[config.mk]
export PLATFORM = sky130hd
export DESIGN_NAME = tvnca_front
export DESIGN_NICKNAME = d
export VERILOG_FILES = /design/src/rtl/tvnca_pkg.sv /design/src/rtl/tvnca_front.sv
export SDC_FILE = /design/constraint.sdc
export NUM_CORES = 1
export LEC_CHECK = 0
export ABC_CLOCK_PERIOD_IN_PS = 3600
export BUFFER_PORTS_ARGS = -buffer_cell sky130_fd_sc_hd__buf_2
export CAP_MARGIN = 10
export CELL_PAD_IN_SITES_DETAIL_PLACEMENT = 1
export CELL_PAD_IN_SITES_GLOBAL_PLACEMENT = 2
export CORE_MARGIN = 4
export CORE_UTILIZATION = 33
export DETAILED_ROUTE_END_ITERATION = 7
export PLACE_DENSITY_LB_ADDON = 0.1
export SYNTH_ARGS = -nofsm -noshare
export SYNTH_HDL_FRONTEND = slang
export SYNTH_SLANG_ARGS = --single-unit
[constraint.sdc]
create_clock -name clk -period 3.6 [get_ports clk]
set_input_delay 0.72 -clock clk [delete_from_list [all_inputs] [get_ports clk]]
set_output_delay 0.72 -clock clk [all_outputs]
set_load 0.05 [all_outputs]
[src/rtl/tvnca_pkg.sv]
// ----------------------------------------------------------------------------
// tvnca_pkg
// Shared types and constants of the toroidal von Neumann lookup-table
// cellular automaton engine.
// ----------------------------------------------------------------------------
package tvnca_pkg;

  // Default grid side held in the cell store
  localparam int GRID_SIDE_MAX_DEF = 64;

  // Field widths
  localparam int OP_W     = 2;
  localparam int POS_W    = 6;
  localparam int CELL_W   = 4;
  localparam int RULE_AW  = 20;
  localparam int SIDE_W   = 7;
  localparam int COORD_W  = 7;
  localparam int SIDE_CMP_W = 11;
  localparam int CFG_IDX_W  = 1;

  localparam int RULE_DEPTH = 1 << RULE_AW;

  // Operation codes
  localparam logic [OP_W-1:0] OP_RULE_WR = 2'd0;
  localparam logic [OP_W-1:0] OP_CELL_WR = 2'd1;
  localparam logic [OP_W-1:0] OP_EVAL    = 2'd2;

  // Configuration register indexes
  localparam logic [CFG_IDX_W-1:0] CFG_GRID_WIDTH  = 1'd0;
  localparam logic [CFG_IDX_W-1:0] CFG_GRID_HEIGHT = 1'd1;

  localparam logic [SIDE_W-1:0] SIDE_RESET = 7'd64;

  // Input transaction
  typedef struct packed {
    logic [OP_W-1:0]    op;
    logic [POS_W-1:0]   cell_x;
    logic [POS_W-1:0]   cell_y;
    logic [RULE_AW-1:0] rule_address;
    logic [CELL_W-1:0]  value;
  } in_t;

  // Result transaction
  typedef struct packed {
    logic [CELL_W-1:0]  next_state;
    logic [RULE_AW-1:0] neighbourhood_address;
    logic               bad_coordinate;
  } out_t;

  // Decoded item after the front stage
  typedef struct packed {
    logic [OP_W-1:0]    op;
    logic               bad;
    logic               cell_we;
    logic [COORD_W-1:0] x;
    logic [COORD_W-1:0] y;
    logic [COORD_W-1:0] wx;
    logic [COORD_W-1:0] ex;
    logic [COORD_W-1:0] ny;
    logic [COORD_W-1:0] sy;
    logic [RULE_AW-1:0] rule_address;
    logic [CELL_W-1:0]  value;
  } stage1_t;

endpackage

[src/rtl/tvnca_front.sv]
// ----------------------------------------------------------------------------
// tvnca_front
// Configuration registers and the front stage: clamp the grid size, check
// the coordinates and work out the toroidal neighbor coordinates.
// ----------------------------------------------------------------------------
module tvnca_front #(
  parameter int GRID_SIDE_MAX = tvnca_pkg::GRID_SIDE_MAX_DEF
) (
  input  logic                            clk,
  input  logic                            rst_n,
  input  logic                            cfg_we,
  input  logic [tvnca_pkg::CFG_IDX_W-1:0] cfg_index,
  input  logic [tvnca_pkg::SIDE_W-1:0]    cfg_data,
  input  logic                            in_valid,
  input  tvnca_pkg::in_t                  in_payload,
  input  logic                            advance,
  output logic                            s1_valid,
  output tvnca_pkg::stage1_t              s1
);

  localparam logic [tvnca_pkg::SIDE_CMP_W-1:0] SIDE_MAX =
    tvnca_pkg::SIDE_CMP_W'(GRID_SIDE_MAX);

  logic [tvnca_pkg::SIDE_W-1:0]  width_r, height_r;
  logic [tvnca_pkg::SIDE_W-1:0]  w_eff, h_eff;
  logic [tvnca_pkg::COORD_W-1:0] x7, y7;
  logic                          bad, is_eval, cell_we, in_store;
  tvnca_pkg::stage1_t            s1_nxt;
  tvnca_pkg::stage1_t            s1_r;
  logic                          s1_valid_r;

  // Clamp a size register into 1 .. GRID_SIDE_MAX
  function automatic logic [tvnca_pkg::SIDE_W-1:0] eff_side(
    input logic [tvnca_pkg::SIDE_W-1:0] v
  );
    logic [tvnca_pkg::SIDE_CMP_W-1:0] wide;
    wide = tvnca_pkg::SIDE_CMP_W'(v);
    if (v == '0) begin
      return tvnca_pkg::SIDE_W'(1);
    end else if (wide > SIDE_MAX) begin
      return tvnca_pkg::SIDE_W'(GRID_SIDE_MAX);
    end
    return v;
  endfunction

  // Configuration writes
  always_ff @(posedge clk) begin
    if (!rst_n) begin
      width_r  <= tvnca_pkg::SIDE_RESET;
      height_r <= tvnca_pkg::SIDE_RESET;
    end else if (cfg_we) begin
      unique case (cfg_index)
        tvnca_pkg::CFG_GRID_WIDTH:  width_r  <= cfg_data;
        tvnca_pkg::CFG_GRID_HEIGHT: height_r <= cfg_data;
        default: ;
      endcase
    end
  end

  // Decode and wrap
  always_comb begin
    w_eff    = eff_side(width_r);
    h_eff    = eff_side(height_r);
    x7       = tvnca_pkg::COORD_W'(in_payload.cell_x);
    y7       = tvnca_pkg::COORD_W'(in_payload.cell_y);
    bad      = (x7 >= w_eff) || (y7 >= h_eff);
    is_eval  = (in_payload.op == tvnca_pkg::OP_EVAL) && !bad;
    in_store = (tvnca_pkg::SIDE_CMP_W'(x7) < SIDE_MAX) &&
               (tvnca_pkg::SIDE_CMP_W'(y7) < SIDE_MAX);
    cell_we  = (in_payload.op == tvnca_pkg::OP_CELL_WR) && in_store;

    s1_nxt              = '0;
    s1_nxt.op           = in_payload.op;
    s1_nxt.bad          = bad;
    s1_nxt.cell_we      = cell_we;
    s1_nxt.rule_address = in_payload.rule_address;
    s1_nxt.value        = in_payload.value;
    // keep every address inside the store
    if (is_eval || cell_we) begin
      s1_nxt.x = x7;
      s1_nxt.y = y7;
    end
    if (is_eval) begin
      s1_nxt.wx = (x7 == '0) ? w_eff - 7'd1 : x7 - 7'd1;
      s1_nxt.ex = (x7 + 7'd1 < w_eff) ? x7 + 7'd1 : '0;
      s1_nxt.ny = (y7 == '0) ? h_eff - 7'd1 : y7 - 7'd1;
      s1_nxt.sy = (y7 + 7'd1 < h_eff) ? y7 + 7'd1 : '0;
    end
  end

  // Stage register: advance when the next stage can take it
  always_ff @(posedge clk) begin
    if (!rst_n) begin
      s1_valid_r <= 1'b0;
    end else if (advance) begin
      s1_valid_r <= in_valid;
    end
  end

  always_ff @(posedge clk) begin
    if (advance && in_valid) begin
      s1_r <= s1_nxt;
    end
  end

  assign s1_valid = s1_valid_r;
  assign s1       = s1_r;

endmodule

After elaboration in Yosys (flattened, before gate mapping):

Cells that the tools add are included.

* flip-flop bits (word level): 85
* input bits: 51
* output and inout port bits: 71

* add/subtract/negate cells: 6
* $lt $le $gt $ge: 6
* equal/unequal tests: 2
* muxes and demuxes: 12
* bitwise operators: 1
* reduce and logical (&&, ||, !) cells: 13

Operators by type and width (count)
* $mux W7: 8
* $add A6 B1 Y7 const B: 2
* $ge A6 B7 Y1: 2
* $gt A7 B7 Y1 const B: 2
* $logic_not A7 Y1: 2
* $lt A7 B7 Y1: 2
* $sub A6 B1 Y7 const B: 2
* $sub A7 B1 Y7 const B: 2
* $logic_not A6 Y1: 2
* $reduce_and A2 Y1: 4
* $mux W1: 4
* $eq A2 B1 Y1 const B: 1
* $eq A2 B2 Y1 const B: 1
* $logic_and A1 B1 Y1: 2
* $logic_or A1 B1 Y1: 2
* $logic_not A1 Y1: 1
* $not A1 Y1: 1

Depth between registers and ports, before layout:

* word-level depth: 9
* gate-level depth with buffers: 11

Worst setup path before layout:

No wires, ideal clock.

* path type: input to register
* from: input in_payload[27] (netlist name)
* to: register s1_r (netlist bit s1[37]) (data pin)
* arrival: 2557 ps
* required time: 3343 ps
* path slack: 787 ps
* cell stages on the path: 9
* path buffers: 1
* cell sequence: buf_2 -> or4b_4 -> nor2_2 -> mux2i_1 -> ha_1 -> nand2_1 -> nor4_1 -> xor2_1 -> nor2_1

* word-level cells in the longest chain between the ends: 4

Ends and longest elaborated chain
* start, declared: RTL line tvnca_front.sv:15 `input tvnca_pkg::in_t in_payload,`
* $ge A6 B7 Y1: RTL line tvnca_front.sv:66 `bad = (x7 >= w_eff) || (y7 >= h_eff);`
* $logic_or A1 B1 Y1: RTL line tvnca_front.sv:66
* $logic_not A1 Y1: RTL line tvnca_front.sv:67 `is_eval = (in_payload.op == tvnca_pkg::OP_EVAL) && !bad;`
* $logic_and A1 B1 Y1: RTL line tvnca_front.sv:67
* end signal, assigned: RTL line tvnca_front.sv:102 `s1_r <= s1_nxt;`
* end, declared: RTL line tvnca_front.sv:29 `tvnca_pkg::stage1_t s1_r;`

Parallel ways exist; a longest one is shown, timed or not.
A chain may end at the register's enable or synchronous reset.

Worst setup path in the final report:

* from: input in_payload[24] (netlist name)
* to: register s1_r (netlist bit s1[37]) (data pin)

Same word-level chain as after synthesis.

==> impl_metrics.yaml <==
run_status:
  status: "completed"
placement:
  post-place-ws_ns: 0.355
  place_inst: 632
  place_hpwl_um: 9100
  io_buffers: 119
  place_congestion: 0.818
  placed_area_um2: 5020
yosys:
  ys.flop_type: "edfxtp_1"
  syn_area_um2: 4280
  synth.largest_area_cell: "edfxtp_1"
  ys_async_sr_fraction_pct: 0
  yosys_warnings: 0
  ys_seq_area_share_pct: 54.7
  yosys-top-cells-count: "68 x edfxtp_1, 32 x ha_1, 25 x nand2_1"
  yosysMostFrequentCell: "edfxtp_1"
  yosys-top-cells-area: "edfxtp_1 48%, ha_1 9.4%, dfxtp_1 7.0%, nor4b_1 2.9%, a21boi_0 2.5%"
  synth_edf_count: 68
  syn_inst: 355
  synth_top_area_share_pct: 47.7
  ys_ff_latch: 83
  syn_area_per_cell_um2: 12.1
  yosysUniqueCellTypes: 51
routing:
  ant_nets: 0
  firstDrtPassIters: 4
  first_iter_violations: 106
  wirelength_um: 11900
  vias: 3203
  route.top_layer_used: "met4"
  met2_length_um: 5250
  drc: 0
  wl_met1_um: 5550
  wl_per_cell_um: 18.5
  via_per_inst: 4.95
  met3_length_um: 956
cells_and_area:
  fin_nets: 554
  diodes: 0
  final_layout_size_suffix_gt1_share_pct: 32.8
  final_cells: 647
  synthToLayoutAreaGrowth_pct: 24.9
  fin_area_um2: 5350
  fin_util_pct: 42.2
cts:
  cts_resized: 0
  cts_hold_buffers: 0
  cts_tree: "built"
  clockBufferDepth: 2
  clock_latency_ns: 0.34
  post_cts_buffers: 0
  clk_pin_slew_ns: 0.06
  htree_levels: 3
  cts.sinks: 83
  cts-buffers-inserted: 9
  cts-root-buf: "clkbuf_16"
sta:
  timing.slew.headroom_pct: 60.1
  setup_viol: 0
  whs_ns: 0.498
  fin_worst_skew_ns: 0.00521
  fmax_mhz: 342
  fin_tns_setup_ns: 0
  fin_crit_ns: 2.93
  fin_ws_ns: 0.673
  slew_violations: 0
  worst_pin_slew_ns: 0.591
  finalHoldViolCount: 0
  min_period_over_period_pct: 81.3
  rsz0062_at_grt: "false"
global_route:
  grt_usage_pct: 16.4
  grt_max_degree: 26
  grt_pass1_vias: 3369
  gr-total-overflow: 0
  grt_pass1_wl_um: 18500
  antenna_found_initial: 0
setup_path:
  start_kind: "input pin"
  rrSetupSlack_ns: 0.71
  endpoint: "s1[37]"
  crit_path_start: "in_payload[24]"
  r2r_cells: 10
  required_ns: 3.69
  critical_path_arrival_ns: 3.02
  path_buf_inv: 2
  cp_slowest_stage_delay_ns: 0.51
  path_max_fanout: 8
  cp_top_family: "simple AND/OR/NAND/NOR gates"
  path_cells: "buf_2 -> inv_1 -> ha_1 -> or4b_4 -> nor2_2 -> mux2i_1 -> ha_1 -> nand2_1 -> nor4_1 -> xor2_1 -> nor2_1"
  crit-reg2reg-capture: "s1[26]"
  critical_path_cell_count: 11
  reg2reg_from: "width_r[4]"
  cp_slowest_cell: "or4b_4"
  end_kind: "register"
  critical_path_class: "in2reg"
  cp_common_cell: "ha_1"
floorplanning:
  dieArea_um2: 14900
  die_h_um: 122
  die_w_um: 122
  initial_utilization_pct: 33.8
  core_area_um2: 12700
  io_pins: 122
  row_count: 41
power:
  ir_drop_uv: 255
  leakagePower_nw: 2.15
  p_total_mw: 2.58
  p_per_area_nw_per_um2: 483
flow_run:
  cap_violations: 0
worst_hold_path:
  hold_class: "reg2reg"
==> report_power, final <==
group          switching [mW]  total (mW)  internal [mW]  leakage [nW]
registers              0.0234        1.12           1.09         0.779
logic                   0.301       0.421          0.120          1.21
clock network           0.370        1.04          0.673         0.160
==> area by class of cell <==
class	instances	area, µm²
clock buffers	10	229
clock inverters	5	103
fillers	1425	7320
inverters	11	41.3
multi-input cells	242	1780
flip-flops and latches	83	2340
well taps	172	215
repair buffers	124	633
==> worst min-delay path by stage <==
stage,from,endpoint,slack (ns),depth (start not counted)
3_5_place_dp,height_r[0],height_r[0],0.49,2
6_report,height_r[0],height_r[0],0.50,2
2_1_floorplan,height_r[0],height_r[0],0.45,2
4_1_cts,height_r[0],height_r[0],0.50,2
5_1_grt,in_payload[20],s1[20],0.54,1
3_3_place_gp,height_r[0],height_r[0],0.49,2
==> worst min-delay path, cell delays in order, from the launching register on <==
cell,delay [ns]
dfxtp_1,0.33
nand2_1,0.06
a21boi_0,0.06
==> sequential cells by signal, indices dropped and copies added, names as in the netlist <==
register and count:
height_r 7, s1 68, s1_valid 1, width_r 7
==> metal layers <==
metal | vias up | track usage (%)
li1 | 1559 | -
met2 | 113 | 25.2
met4 | 0 | 6.44
met1 | 1519 | 22.1
met5 | - | 0
met3 | 12 | 4.36
==> kinds of logic (layout without fill, tap and decap cells) <==
group                    count (synthesis)  in the layout  share of synthesized area (%)
other                                    1              2                         0.0876
AO/OA/AOI/OAI                           66             66                           10.9
AND/OR/NAND/NOR                        116            116                           15.6
flip-flops                              83             83                           54.7
buffers and inverters                   31            150                           3.74
adder cells (fa/ha/maj)                 32             32                           9.35
multiplexers                             9              9                           2.16
XOR/XNOR                                17             17                           3.48
==> placed cells by master (no fill, tap or decap), drive strengths merged, types with 2 or more instances in the layout <==
master and count:
a2111oi 2, a211oi 4, a21boi 14, a21oi 20, a31oi 2, and2 2, and3 4, buf 124
bufinv 3, clkbuf 10, clkinv 4, conb 2, dfxtp 15, edfxtp 68, ha 32, inv 9
mux2 2, mux2i 7, nand2 25, nand2b 3, nand3 14, nand4 3, nor2 22, nor2b 10
nor3 10, nor4 5, nor4b 14, o211ai 2, o21a 6, o21ai 7, or4b 2, xnor2 8
xor2 9
No activity file was read; power rests on OpenSTA's default activity.
